===== src/rtl/stot_pkg.sv =====
// Package for the section table offset translator.
// Beat types, item kind and status codes, config indexes, FSM state and the
// command/status structs between controller and datapath. No dependencies.
package stot_pkg;

    localparam int unsigned MAX_SECTIONS_DEF = 16;

    // Item kinds
    localparam logic [1:0] KIND_LOAD = 2'd0;
    localparam logic [1:0] KIND_F2V  = 2'd1;
    localparam logic [1:0] KIND_V2F  = 2'd2;

    // Result status codes
    localparam logic [1:0] ST_HEADER  = 2'd0;
    localparam logic [1:0] ST_SECTION = 2'd1;
    localparam logic [1:0] ST_OUT     = 2'd2;
    localparam logic [1:0] ST_LOADED  = 2'd3;

    // Config register indexes
    localparam int unsigned CFG_IDX_W = 2;
    localparam logic [CFG_IDX_W-1:0] CFG_VIRT_ALIGN    = 2'd0;
    localparam logic [CFG_IDX_W-1:0] CFG_HDR_LEN       = 2'd1;
    localparam logic [CFG_IDX_W-1:0] CFG_SECTION_COUNT = 2'd2;

    localparam logic [31:0] VIRT_ALIGN_RST = 32'd4096;
    localparam logic [31:0] HDR_LEN_RST    = 32'd1024;

    typedef struct packed {
        logic [1:0]  kind;
        logic [31:0] query_offset;
        logic [3:0]  entry_index;
        logic [31:0] entry_virt_start;
        logic [31:0] entry_virt_size;
        logic [31:0] entry_file_start;
        logic [31:0] entry_file_size;
    } in_beat_t;

    typedef struct packed {
        logic [1:0]  status;
        logic [31:0] mapped_offset;
        logic [31:0] block_size;
        logic [3:0]  hit_section;
    } out_beat_t;

    // One table entry as stored in the RAM
    typedef struct packed {
        logic [31:0] vstart;
        logic [31:0] vsize;
        logic [31:0] fstart;
        logic [31:0] fsize;
    } sect_t;

    localparam int unsigned SECT_W = $bits(sect_t);

    typedef enum logic [2:0] {
        CTL_IDLE,
        CTL_SCAN,
        CTL_DRAIN,
        CTL_FIN1,
        CTL_FIN2,
        CTL_EMIT
    } ctl_state_t;

    typedef struct packed {
        logic capture;    // take the input beat, clear scan state
        logic scan_step;  // read next entry, advance scan counter
        logic fin1;       // first finishing stage
        logic fin2;       // second finishing stage
        logic out_load;   // move result into the output register
    } ctl_cmd_t;

    typedef struct packed {
        logic [1:0] in_kind;
        logic       scan_empty;
        logic       scan_last;
        logic       out_free;
    } dp_stat_t;

endpackage


===== src/rtl/stot_ram.sv =====
// Generic single-port-write, single-port-read RAM with registered read data.
// No dependencies.
module stot_ram #(
    parameter int unsigned WIDTH  = 128,
    parameter int unsigned DEPTH  = 16,
    parameter int unsigned ADDR_W = (DEPTH > 1) ? $clog2(DEPTH) : 1
) (
    input  logic              aclk,
    input  logic              we,
    input  logic [ADDR_W-1:0] waddr,
    input  logic [WIDTH-1:0]  wdata,
    input  logic              re,
    input  logic [ADDR_W-1:0] raddr,
    output logic [WIDTH-1:0]  rdata
);

    logic [WIDTH-1:0] mem [DEPTH];

    always_ff @(posedge aclk) begin
        if (we) begin
            mem[waddr] <= wdata;
        end
        if (re) begin
            rdata <= mem[raddr];
        end
    end

endmodule


===== src/rtl/stot_ctrl.sv =====
// Sequencing FSM for the section table offset translator.
// Depends on stot_pkg (state enum, kind codes, command/status structs).
module stot_ctrl (
    input  logic                aclk,
    input  logic                aresetn,
    input  logic                s_valid,
    output logic                s_ready,
    input  stot_pkg::dp_stat_t  stat,
    output stot_pkg::ctl_cmd_t  cmd
);

    stot_pkg::ctl_state_t state_reg, state_next;

    logic is_query;
    assign is_query = (stat.in_kind == stot_pkg::KIND_F2V) ||
                      (stat.in_kind == stot_pkg::KIND_V2F);

    always_ff @(posedge aclk) begin
        if (!aresetn) begin
            state_reg <= stot_pkg::CTL_IDLE;
        end else begin
            state_reg <= state_next;
        end
    end

    always_comb begin
        state_next = state_reg;
        unique case (state_reg)
            stot_pkg::CTL_IDLE: begin
                if (s_valid) begin
                    if (!is_query) state_next = stot_pkg::CTL_EMIT;
                    else if (stat.scan_empty) state_next = stot_pkg::CTL_FIN1;
                    else state_next = stot_pkg::CTL_SCAN;
                end
            end
            stot_pkg::CTL_SCAN: begin
                if (stat.scan_last) state_next = stot_pkg::CTL_DRAIN;
            end
            stot_pkg::CTL_DRAIN: state_next = stot_pkg::CTL_FIN1;
            stot_pkg::CTL_FIN1:  state_next = stot_pkg::CTL_FIN2;
            stot_pkg::CTL_FIN2:  state_next = stot_pkg::CTL_EMIT;
            stot_pkg::CTL_EMIT: begin
                if (stat.out_free) state_next = stot_pkg::CTL_IDLE;
            end
            default: state_next = stot_pkg::CTL_IDLE;
        endcase
    end

    always_comb begin
        cmd     = '0;
        s_ready = 1'b0;
        unique case (state_reg)
            stot_pkg::CTL_IDLE: begin
                s_ready     = 1'b1;
                cmd.capture = s_valid;
            end
            stot_pkg::CTL_SCAN:  cmd.scan_step = 1'b1;
            stot_pkg::CTL_DRAIN: ;
            stot_pkg::CTL_FIN1:  cmd.fin1 = 1'b1;
            stot_pkg::CTL_FIN2:  cmd.fin2 = 1'b1;
            stot_pkg::CTL_EMIT:  cmd.out_load = stat.out_free;
            default: ;
        endcase
    end

endmodule


===== src/rtl/stot_dp.sv =====
// Datapath of the section table offset translator: config registers, table
// RAM, scan evaluation, finishing stages and output register.
// Depends on stot_pkg and stot_ram.
module stot_dp #(
    parameter int unsigned MAX_SECTIONS = stot_pkg::MAX_SECTIONS_DEF
) (
    input  logic                               aclk,
    input  logic                               aresetn,
    input  stot_pkg::in_beat_t                 s_data,
    output logic                               m_valid,
    input  logic                               m_ready,
    output stot_pkg::out_beat_t                m_data,
    input  logic                               cfg_we,
    input  logic [stot_pkg::CFG_IDX_W-1:0]     cfg_index,
    input  logic [31:0]                        cfg_wdata,
    input  stot_pkg::ctl_cmd_t                 cmd,
    output stot_pkg::dp_stat_t                 stat
);

    localparam int unsigned IDX_W = (MAX_SECTIONS > 1) ? $clog2(MAX_SECTIONS) : 1;
    localparam int unsigned CNT_W = $clog2(MAX_SECTIONS + 1);

    // Config
    logic [31:0] virt_align_reg, hdr_len_reg;
    logic [4:0]  section_count_reg;

    always_ff @(posedge aclk) begin
        if (!aresetn) begin
            virt_align_reg    <= stot_pkg::VIRT_ALIGN_RST;
            hdr_len_reg       <= stot_pkg::HDR_LEN_RST;
            section_count_reg <= '0;
        end else if (cfg_we) begin
            unique case (cfg_index)
                stot_pkg::CFG_VIRT_ALIGN:    virt_align_reg    <= cfg_wdata;
                stot_pkg::CFG_HDR_LEN:       hdr_len_reg       <= cfg_wdata;
                stot_pkg::CFG_SECTION_COUNT: section_count_reg <= cfg_wdata[4:0];
                default: ;
            endcase
        end
    end

    logic [CNT_W-1:0] n_live;
    assign n_live = (32'(section_count_reg) > 32'(MAX_SECTIONS)) ?
                    CNT_W'(MAX_SECTIONS) : CNT_W'(section_count_reg);

    // Accepted item
    logic [1:0]  kind_reg;
    logic [31:0] q_reg;

    always_ff @(posedge aclk) begin
        if (cmd.capture) begin
            kind_reg <= s_data.kind;
            q_reg    <= s_data.query_offset;
        end
    end

    // Table RAM
    logic             ram_we;
    stot_pkg::sect_t  ram_wdata, ent;
    logic [stot_pkg::SECT_W-1:0] ram_rdata;
    logic [CNT_W-1:0] scan_cnt_reg;

    assign ram_we = cmd.capture && (s_data.kind == stot_pkg::KIND_LOAD) &&
                    (32'(s_data.entry_index) < 32'(MAX_SECTIONS));
    assign ram_wdata = '{vstart: s_data.entry_virt_start,
                         vsize:  s_data.entry_virt_size,
                         fstart: s_data.entry_file_start,
                         fsize:  s_data.entry_file_size};

    stot_ram #(
        .WIDTH (stot_pkg::SECT_W),
        .DEPTH (MAX_SECTIONS),
        .ADDR_W(IDX_W)
    ) u_table (
        .aclk (aclk),
        .we   (ram_we),
        .waddr(IDX_W'(s_data.entry_index)),
        .wdata(ram_wdata),
        .re   (cmd.scan_step),
        .raddr(scan_cnt_reg[IDX_W-1:0]),
        .rdata(ram_rdata)
    );
    assign ent = ram_rdata;

    // Scan
    logic             eval_reg;
    logic [IDX_W-1:0] eidx_reg;

    always_ff @(posedge aclk) begin
        if (!aresetn) begin
            eval_reg     <= 1'b0;
            scan_cnt_reg <= '0;
        end else begin
            eval_reg <= cmd.scan_step;
            if (cmd.capture) scan_cnt_reg <= '0;
            else if (cmd.scan_step) scan_cnt_reg <= scan_cnt_reg + 1'b1;
        end
    end

    always_ff @(posedge aclk) begin
        eidx_reg <= scan_cnt_reg[IDX_W-1:0];
    end

    logic [31:0]      f_end, v_end;
    logic             hit_f, hit_v, hit;
    logic [31:0]      peak_reg;
    logic             found_reg, lock_reg;
    stot_pkg::sect_t  cand_reg;
    logic [IDX_W-1:0] cidx_reg;

    assign f_end = ent.fstart + ent.fsize;
    assign v_end = ent.vstart + ent.vsize;
    assign hit_f = (ent.fsize != '0) && (ent.fstart <= q_reg) && (f_end > q_reg);
    assign hit_v = (ent.vstart <= q_reg) && (v_end > q_reg);
    assign hit   = (kind_reg == stot_pkg::KIND_F2V) ? hit_f : hit_v;

    // File lookups freeze on the first hit; virtual lookups freeze on the
    // first hit with file data, else keep the last one without.
    always_ff @(posedge aclk) begin
        if (cmd.capture) begin
            peak_reg  <= '0;
            found_reg <= 1'b0;
            lock_reg  <= 1'b0;
        end else if (eval_reg) begin
            if ((kind_reg == stot_pkg::KIND_F2V) && (f_end > peak_reg)) peak_reg <= f_end;
            if (hit && !lock_reg) begin
                found_reg <= 1'b1;
                lock_reg  <= (kind_reg == stot_pkg::KIND_F2V) || (ent.fsize != '0);
                cand_reg  <= ent;
                cidx_reg  <= eidx_reg;
            end
        end
    end

    // Finishing stage 1
    logic [31:0] align_mask;
    logic [31:0] off_reg, aux_reg, hdr_blk_reg;
    logic        ge_peak_reg, lt_hdr_reg, lt_align_reg;

    assign align_mask = virt_align_reg - 32'd1;

    always_ff @(posedge aclk) begin
        if (cmd.fin1) begin
            ge_peak_reg  <= q_reg >= peak_reg;
            lt_hdr_reg   <= q_reg < hdr_len_reg;
            lt_align_reg <= q_reg < virt_align_reg;
            if (kind_reg == stot_pkg::KIND_F2V) begin
                off_reg     <= q_reg - cand_reg.fstart;
                aux_reg     <= (cand_reg.vsize + align_mask) & ~align_mask;  // aligned size
                hdr_blk_reg <= virt_align_reg - q_reg;
            end else begin
                off_reg     <= q_reg - cand_reg.vstart;
                aux_reg     <= cand_reg.fstart + cand_reg.fsize;             // file end
                hdr_blk_reg <= hdr_len_reg - q_reg;
            end
        end
    end

    // Finishing stage 2
    logic [31:0] map_reg, lim_reg, sblk_reg;

    always_ff @(posedge aclk) begin
        if (cmd.fin2) begin
            lim_reg  <= cand_reg.vstart + aux_reg;
            sblk_reg <= aux_reg - off_reg;
            if (kind_reg == stot_pkg::KIND_F2V) map_reg <= off_reg + cand_reg.vstart;
            else map_reg <= off_reg + cand_reg.fstart;
        end
    end

    // Result selection
    stot_pkg::out_beat_t res, sec_res, hdr_res;

    always_comb begin
        sec_res = '{status: stot_pkg::ST_SECTION, mapped_offset: map_reg,
                    block_size: sblk_reg, hit_section: 4'(cidx_reg)};
        hdr_res = '{status: stot_pkg::ST_HEADER, mapped_offset: q_reg,
                    block_size: hdr_blk_reg, hit_section: 4'd0};
        res     = '0;
        res.status = stot_pkg::ST_OUT;
        case (kind_reg)
            stot_pkg::KIND_LOAD: res.status = stot_pkg::ST_LOADED;
            stot_pkg::KIND_F2V: begin
                if (ge_peak_reg) ;
                else if (lt_hdr_reg) res = hdr_res;
                else if (found_reg && !(map_reg > lim_reg)) res = sec_res;
            end
            stot_pkg::KIND_V2F: begin
                if (lt_align_reg) begin
                    if (lt_hdr_reg) res = hdr_res;
                end else if (found_reg && (map_reg < aux_reg)) begin
                    res = sec_res;
                    res.block_size = aux_reg - map_reg;
                end
            end
            default: ;
        endcase
    end

    // Output register
    logic                m_valid_reg, m_valid_next;
    stot_pkg::out_beat_t m_data_reg;

    assign m_valid_next = cmd.out_load ? 1'b1 : (m_ready ? 1'b0 : m_valid_reg);

    always_ff @(posedge aclk) begin
        if (!aresetn) m_valid_reg <= 1'b0;
        else m_valid_reg <= m_valid_next;
    end

    always_ff @(posedge aclk) begin
        if (cmd.out_load) m_data_reg <= res;
    end

    assign m_valid = m_valid_reg;
    assign m_data  = m_data_reg;

    assign stat.in_kind    = s_data.kind;
    assign stat.scan_empty = (n_live == '0);
    assign stat.scan_last  = (CNT_W'(scan_cnt_reg + 1'b1) == n_live);
    assign stat.out_free   = !m_valid_reg || m_ready;

    // Checks
    a_load_when_free: assert property (@(posedge aclk) disable iff (!aresetn)
        cmd.out_load |-> (!m_valid_reg || m_ready))
        else $error("result loaded over an unconsumed beat");

    a_scan_bounds: assert property (@(posedge aclk) disable iff (!aresetn)
        cmd.scan_step |-> (32'(scan_cnt_reg) < 32'(n_live)))
        else $error("scan past live section count");

    a_scan_not_empty: assert property (@(posedge aclk) disable iff (!aresetn)
        cmd.scan_step |-> !stat.scan_empty)
        else $error("scan started with empty table");

    a_load_status: assert property (@(posedge aclk) disable iff (!aresetn)
        (cmd.out_load && (kind_reg == stot_pkg::KIND_LOAD))
        |=> (m_data_reg.status == stot_pkg::ST_LOADED))
        else $error("load beat without loaded status");

    a_miss_zero: assert property (@(posedge aclk) disable iff (!aresetn)
        (m_valid_reg && (m_data_reg.status != stot_pkg::ST_SECTION))
        |-> (m_data_reg.hit_section == 4'd0))
        else $error("section index set on a non-section result");

endmodule


===== src/rtl/section_table_offset_translator.sv =====
// Section table offset translator, top level.
// Input beats (s_valid/s_ready/s_data) carry a section entry load or a query:
//  file offset to virtual offset, or virtual offset to file offset.
// Each input beat gives one result beat on m_valid/m_ready/m_data: status,
//  mapped offset, bytes left in the mapped block and matched section index.
// cfg_we/cfg_index/cfg_wdata write virt_align, header length and
//  section_count; write them only while the block is idle.
// Flow: loads and unused kinds go from capture straight to result hand-over.
//  Queries scan the table RAM (one registered read port) one entry per cycle
//  over the N live entries, N = min(section_count, MAX_SECTIONS), then pass
//  DRAIN, FIN1 and FIN2 before hand-over (no scan and no DRAIN when N is 0).
//  A new beat is taken only once the previous result has been handed over.
// Reset: synchronous, active low. Config returns to virt_align 4096, header
//  length 1024, section_count 0; the table is undefined until loaded, so
//  load every entry a query can reach.
// Stalls: the result beat waits in an output register while s_ready stays
//  high; the next beat is taken and worked on, holding only at its own
//  result hand-over until m_ready frees the register.
module section_table_offset_translator #(
    parameter int unsigned MAX_SECTIONS = stot_pkg::MAX_SECTIONS_DEF
) (
    input  logic                            aclk,
    input  logic                            aresetn,
    // input beats
    input  logic                            s_valid,
    output logic                            s_ready,
    input  stot_pkg::in_beat_t              s_data,
    // result beats
    output logic                            m_valid,
    input  logic                            m_ready,
    output stot_pkg::out_beat_t             m_data,
    // config write port
    input  logic                            cfg_we,
    input  logic [stot_pkg::CFG_IDX_W-1:0]  cfg_index,
    input  logic [31:0]                     cfg_wdata
);

    stot_pkg::ctl_cmd_t cmd;
    stot_pkg::dp_stat_t stat;

    // Controller: sequences capture, table scan, two finishing stages and
    // result hand-over.
    stot_ctrl u_ctrl (
        .aclk   (aclk),
        .aresetn(aresetn),
        .s_valid(s_valid),
        .s_ready(s_ready),
        .stat   (stat),
        .cmd    (cmd)
    );

    // Datapath: config, section table RAM, per-entry compare and
    // result register.
    stot_dp #(
        .MAX_SECTIONS(MAX_SECTIONS)
    ) u_dp (
        .aclk     (aclk),
        .aresetn  (aresetn),
        .s_data   (s_data),
        .m_valid  (m_valid),
        .m_ready  (m_ready),
        .m_data   (m_data),
        .cfg_we   (cfg_we),
        .cfg_index(cfg_index),
        .cfg_wdata(cfg_wdata),
        .cmd      (cmd),
        .stat     (stat)
    );

endmodule


===== config.mk =====
export PLATFORM = sky130hd
export DESIGN_NAME = section_table_offset_translator
export DESIGN_NICKNAME = d
export VERILOG_FILES = /design/src/rtl/stot_pkg.sv /design/src/rtl/stot_ram.sv /design/src/rtl/stot_ctrl.sv /design/src/rtl/stot_dp.sv /design/src/rtl/section_table_offset_translator.sv
export SDC_FILE = /design/constraint.sdc
export NUM_CORES = 2
export LEC_CHECK = 0
export BUFFER_PORTS_ARGS = -buffer_cell sky130_fd_sc_hd__buf_2
export CAP_MARGIN = 20
export CORE_ASPECT_RATIO = 2
export CORE_MARGIN = 3
export CORE_UTILIZATION = 50
export DETAILED_ROUTE_END_ITERATION = 6
export PLACE_DENSITY_LB_ADDON = 0.3
export SLEW_MARGIN = 40
export SYNTH_ARGS = -nofsm -noshare
export SYNTH_HDL_FRONTEND = slang
export SYNTH_SLANG_ARGS = --single-unit

===== constraint.sdc =====
create_clock -name aclk -period 18 [get_ports aclk]
set_input_delay 3.6 -clock aclk [delete_from_list [all_inputs] [get_ports aclk]]
set_output_delay 3.6 -clock aclk [all_outputs]
set_load 0.05 [all_outputs]

Yosys cells after proc, flatten, opt, wreduce, memory -nomap -nowiden
Memory sizes are Yosys's and may differ from the RTL's. A register that Yosys moved wholly into a read port is not among the register bits.
Cells that the tools add are included.
{ "op_classes": {"n_addsub": 15, "n_lt_le_gt_ge": 11, "n_eq_ne": 15, "mux": 30, "bitwise": 4, "reduce_logical": 29} }
{ "op_table": {"columns": ["cell", "count"], "rows": [
  ["70-bit two-way mux", 6],
  ["32-bit adder", 7],
  ["32-bit subtractor", 6],
  ["68-bit case mux with 2 select lines", 1],
  ["32-bit greater-than comparator", 4],
  ["32-bit two-way mux", 4],
  ["32-bit < comparator", 3],
  ["32-bit <= comparator", 2],
  ["32-bit AND", 1],
  ["32-bit greater-or-equal comparator", 1],
  ["32-bit inverter", 1],
  ["32-bit nonzero test", 1],
  ["32-bit by 1-bit subtractor with 32-bit output (second input constant)", 1],
  ["3-bit case mux with 6 select lines", 1],
  ["3-bit two-way mux", 4],
  ["1-bit two-way mux", 11],
  ["2-bit AND reduction", 5],
  ["1-bit logical AND", 8],
  ["2-bit by 1-bit == test with 1-bit output (second input constant)", 3],
  ["2-bit == test (second input constant)", 3],
  ["3-bit by 2-bit == test with 1-bit output (second input constant)", 2],
  ["3-bit == test (second input constant)", 2],
  ["2-bit zero test", 3],
  ["2-bit case mux with 3 select lines", 1],
  ["16 further kinds", 23]
]} }
{ "totals": {"reg_bits": 548, "ram_bits": 2048, "input_bits": 205, "out_inout_bits": 72, "word_cells": 136, "n_memories": 1} }
{ "mem_list": {"columns": ["name", "depth", "width", "rd", "rd_clocked_by_memory_dff", "wr", "line_no", "text"], "rows": [
  ["u_dp.u_table.mem", 16, 128, 1, 1, 1, "stot_ram.sv:17", "logic [WIDTH-1:0] mem [DEPTH];"]
]} }

Longest topological paths before layout
{ "logic_depth": {"word_depth": 7, "depth_mapped": 25, "mapped_depth_nobuf": 24} }

Cells and area by module
A second synthesis with hierarchy kept.
{ "hier_totals": {"hier_cells": 7664, "area_unflattened_um2": 122661.4} }
{ "by_module_without_submodules": {"columns": ["mod", "n_inst", "cells_per_inst", "area_each_um2", "seq_area_each_um2"], "rows": [
  ["stot_ram", 1, 3365, 80612.3, 65342.7],
  ["stot_dp", 1, 4263, 41766.3, 15224.6],
  ["stot_ctrl", 1, 36, 282.8, 60.1]
]} }

Worst setup path after synthesis
No wires, ideal clock.
{ "synth_timing": {"path_type": "register -> register", "start": "register u_dp.u_table.rdata[0], read port of u_dp.u_table.mem", "end": "register u_dp.cand_reg[0] (netlist name) (enable)", "arrival_time_ps": 12973, "t_required_ps": 17213, "setup_slack_ps": 4239, "path_stages_with_launch": 19, "path_buffers": 0, "cell_sequence": "edfxtp_1 ha_1 fa_1 a21oi_1 o21ai_0 a2111oi_0 nor2_1 a311o_1 o221ai_1 o21ai_0 a31oi_1 xnor2_1 ha_1 and4_1 nor4b_1 o21ai_0 o211ai_1 a32oi_1 nor3_1"} }
{ "synth_between": {"elab_chain_cells": 6} }
{ "synth_rtl": {"columns": ["element", "line_no", "text"], "rows": [
  ["from (decl)", "stot_ram.sv:14", "output logic [WIDTH-1:0] rdata"],
  ["32-bit adder", "stot_dp.sv:111", "assign f_end = ent.fstart + ent.fsize;"],
  ["net u_dp.f_end[24]", "stot_dp.sv:104", "logic [31:0] f_end, v_end;"],
  ["32-bit greater-than comparator", "stot_dp.sv:113", "assign hit_f = (ent.fsize != '0) && (ent.fstart <= q_reg) && (f_end > q_reg);"],
  ["1-bit logical AND", "stot_dp.sv:113", null],
  ["1-bit two-way mux", "stot_dp.sv:115", "assign hit = (kind_reg == stot_pkg::KIND_F2V) ? hit_f : hit_v;"],
  ["1-bit logical AND", "stot_dp.sv:126", "if (hit && !lock_reg) begin"],
  ["3-bit AND reduction (no line)", null, null],
  ["to (signal assigned)", "stot_dp.sv:129", "cand_reg <= ent;"],
  ["to (decl)", "stot_dp.sv:108", "stot_pkg::sect_t cand_reg;"]
]} }
The timed path passes the listed nets, and every way through them passes these cells.
A chain may end at the register's enable or synchronous reset.

Worst setup path after layout
{ "layout_timing": {"start": "register u_dp.u_table.rdata[0], read port of u_dp.u_table.mem", "end": "register u_dp.cand_reg[32] (netlist name) (enable)"} }
The elaborated chain is that of the path after synthesis.

==> metrics.md <==
| Metric | Value |
|---|---|
| Pint | `0.0110 W` |
| Num CTS Buffers | `231` |
| Vias | `68,700` |
| Sequential share of power | `between 40% and 50%` |
| Worst Hold End | `u_dp.cidx_reg[2]$_DFFE_PP_` |
| DRC Markers | `3` |
| FFs w/ async S/R, synth | `0%` |
| Final Non-Filler Cells | `about 11,000` |
| Post-CTS Hold Fix Bufs | `0` |
| Yosys warning count | `0` |
| Final Max Tran Viols | `0` |
| Reg2Reg Setup Slack | `~10 ns` |
| Worst path slowest cell | `buf_4` |
| Commonest non-fill, non-tap cell in the layout | `edfxtp_1` |
| Hold path cells | `0` |
| Initial antenna violation count | `just under 80` |
| Net Sw Frac | `between 20% and 30%` |
| Worst setup path class | `reg -> reg` |
| Nets | `approximately 8,400` |
| Die ar. | `between 200,000 and 300,000 µm²` |
| Post-CTS Setup Bufs | `0` |
| GRT Util Overall | `approximately 28%` |
| Max reg flops | `about 2,000` |
| Wire length on met3 | `between 15,000 and 20,000 µm` |
| Worst Reg-to-Reg Cells | `21` |
| ANT nets after route | `0` |
| Starting density of the core | `between 50% and 60%` |
| Max-cap violation count | `0` |
| Avg WL per Cell | `around 31 µm` |
| Minimum clock period | `approximately 7.5 ns` |
| Crit-path max FO | `between 70 and 80` |
| Final setup fails | `0` |
| Yosys reg bits | `around 2,700` |
| Distinct cells, synth | `76` |
| Share of cells above drive strength 1 | `19.1%` |
| Max H-tree Level | `4` |
| Crit share post-route | `between 40% and 50%` |
| Mapped Nets | `approximately 8,000` |
| Post-Route Setup TNS | `0 ns` |
| Post-Route Skew | `0.0638 ns` |
| Hold Path Origin | `u_dp.eidx_reg[2]$_DFF_P_` |
| Final GP Congestion | `roughly 1.0` |
| Largest net degree at the start of global routing | `approximately 110` |
| Syn_area_per_cell | `about 17 µm²` |
| Critical path required time | `between 15 and 20 ns` |
| DR vias/cell | `6.21` |
| Sink Count | `2,724` |
| Max layer used | `met5` |
| Reg clk slew, reported paths | `0.06 ns` |
| Worst slew pin tran | `0.935 ns` |
| Core area | `about 240,000 µm²` |
| Relative slew slack | `37.7%` |
| Worst Hold Class | `reg -> reg` |
| Critical Path Max Stage Delay | `just over 0.6 ns` |
| Sequential area share after synthesis | `between 60% and 70%` |
| Commonest non-fill, non-tap cells in the layout | `2,607 x edfxtp_1, 640 x mux4_2, 573 x ha_1` |
| Die height | `between 700 and 800 µm` |
| Grt total ovfl | `0` |
| CP Capture Type | `flop` |
| Clk root buf | `clkbuf_16` |
| I/O pin count | `about 280` |
| Worst r2r src | `u_dp.u_table.rdata[0]$_DFFE_PP_` |
| Reg2reg end | `u_dp.cand_reg[32]$_DFFE_PP_` |
| Rows | `about 260` |
| P per Cell Area | `112 nW/µm²` |
| Main synth FF type | `edfxtp_1` |
| Syn Inst Count | `slightly above 7,000` |
| Synthesis-to-layout area growth | `11.2%` |
| Drt total wl | `347,000 µm` |
| Initial DRC count | `about 6,400` |
| Post-synth EDFFs | `2,607` |
| RSZ-0062 raised after global routing | `false` |
| Combinational power share | `a little under a fifth` |
| Leakage | `46.4 nW` |
| WL met1 | `~120,000 µm` |
| Vias in the first global route | `71,600` |
| # placed instances | `about 11,000` |
| Hold Vio Cnt, Final | `0` |
| First-pass GRT wire length | `between 400,000 and 500,000 µm` |
| Crit path launch type | `flop` |
| P_sw | `around 0.004 W` |
| Crit path DAT | `8.00 ns` |
| CTS Buffer Depth | `4` |
| Post-cts resize count | `0` |
| Critical path cell sequence | `ha_1 > fa_1 > a21oi_1 > o21ai_0 > a2111oi_0 > nor2_1 > a311o_1 > o221ai_1 > o31ai_1 > nand2_1 > a31oi_1 > xor2_1 > ha_1 > nand4_1 > nor4b_1 > o21ai_0 > o211ai_1 > a32oi_1 > nor3_2 > buf_4 > buf_6` |
| Met2 Wirelength | `183,000 µm` |
| CTS tree | `yes` |
| Max VDD drop | `between 0.00009 and 0.0001 V` |
| Clk pwr share | `between 30% and 40%` |
| Post-DP HPWL | `236,000 µm` |
| Drt first pass iters | `7` |
| Die X-Extent | `355 µm` |
| Violated checks | `design-rule violations` |
| Max Clk Rate | `132 MHz` |
| Clock latency on the worst-skew pair | `between 0.8 and 0.9 ns` |
| Port buffer count | `276` |
| Status | `complete, but fails checks` |
| Area of the mapped netlist | `122,000 µm²` |
| Final cell utilization of the core | `between 50% and 60%` |
==> layer usage <==
| layer | GRT usage [%] | vias up |
|---|---|---|
| li1 | - | 29800 |
| met1 | 30.7 | 35400 |
| met2 | 49.7 | 2640 |
| met3 | 3.72 | 867 |
| met4 | 17.3 | 40 |
| met5 | 0 | - |
==> worst max path at each step <==
| stage | slack [ns] | cells after the start | startpoint | end |
|---|---|---|---|---|
| detailed placement | 10.01 | 9 | s_valid | u_dp.u_table.mem[12][125]$_DFFE_PP_ |
| CTS | 10.49 | 21 | u_dp.u_table.rdata[0]$_DFFE_PP_ | u_dp.cand_reg[32]$_DFFE_PP_ |
| global placement | 10.07 | 9 | s_valid | u_dp.u_table.mem[12][28]$_DFFE_PP_ |
| finish | 10.45 | 21 | u_dp.u_table.rdata[0]$_DFFE_PP_ | u_dp.cand_reg[32]$_DFFE_PP_ |
| global route | 10.12 | 21 | u_dp.u_table.rdata[0]$_DFFE_PP_ | u_dp.cand_reg[35]$_DFFE_PP_ |
| floorplan | 4.24 | 18 | u_dp.u_table.rdata[0]$_DFFE_PP_ | u_dp.cand_reg[0]$_DFFE_PP_ |
==> worst max-delay path: cells and delay by family (launching register included) <==
kind / cells / cell delay (ns)
AOI/OAI and AO/OA: 10 / 2.94
and+or+nand+nor: 5 / 1.27
buffers and inverters: 2 / 1.22
adders and majority gates: 3 / 0.99
DFF: 1 / 0.41
xor gates and xnor gates: 1 / 0.19
==> cells by family (layout without fill, tap and decap cells) <==
logic type | count (synthesis) | in the layout | synth area share [%]
flops | 2724 | 2724 | 66.1
compound gates | 1265 | 1265 | 6.89
simple gates | 1076 | 1076 | 4.24
mux | 740 | 740 | 12.7
fa+ha+maj | 585 | 585 | 6.07
buf+inv | 488 | 1087 | 1.51
xor+xnor | 347 | 347 | 2.49
other cells | 0 | 33 | 0
==> cells in the mapped netlist (all sizes together) (23+ instances only) <==
cell	number	share of area, %
o21a	55	0.34
xnor2	223	1.6
edfxtp	2607	64
dfxtp	117	1.9
or3	24	0.12
a21oi	344	1.4
mux2	33	0.30
nand2	321	0.99
o21bai	46	0.28
nor2	264	0.81
nand4	65	0.33
xor2	124	0.89
a22o	45	0.32
mux2i	67	0.55
nand3	69	0.28
inv	259	0.80
a31oi	35	0.19
nor3	60	0.25
a21boi	74	0.46
mux4	640	12
o21ai	208	0.86
ha	574	5.9
nand2b	63	0.32
buf	43	0.14
a21o	233	1.4
o31ai	23	0.14
nor2b	90	0.46
and3	36	0.18
a211oi	25	0.16
clkbuf	185	0.57
==> per-stage QoR <==
stage | power [W] | setup slack (ns) | hold slack [ns] | area (µm²)
after floorplan | 0.00934 | 4.24 | 0.329 | 122000
after global placement | 0.0103 | 10.07 | 0.394 | 128000
after detailed placement | 0.0103 | 10.01 | 0.393 | 128000
after CTS | 0.0152 | 10.49 | 0.410 | 135000
after global routing | 0.0157 | 10.12 | 0.424 | 135000
final | 0.0151 | 10.45 | 0.410 | 136000
==> layout make-up <==
cell class / count / area [µm²]
fillers: 18700 / 106000
flip-flops and latches: 2724 / 80600
multi-input cells: 4013 / 39700
clock buffers: 277 / 6040
well taps: 3212 / 4020
repair buffers: 411 / 2780
clock inverters: 139 / 1260
inverters: 260 / 977
diodes: 33 / 82.6
==> power groups by stage <==
stage,Combinational [W],Clock [W],Sequential [W]
final,0.00285,0.00494,0.00734
after global routing,0.00308,0.00525,0.00735
after CTS,0.00285,0.00503,0.00734
after detailed placement,0.00283,0,0.00748
after global placement,0.00278,0,0.00748
after floorplan,0.00190,0,0.00744
(Power assumes the default switching activity.)
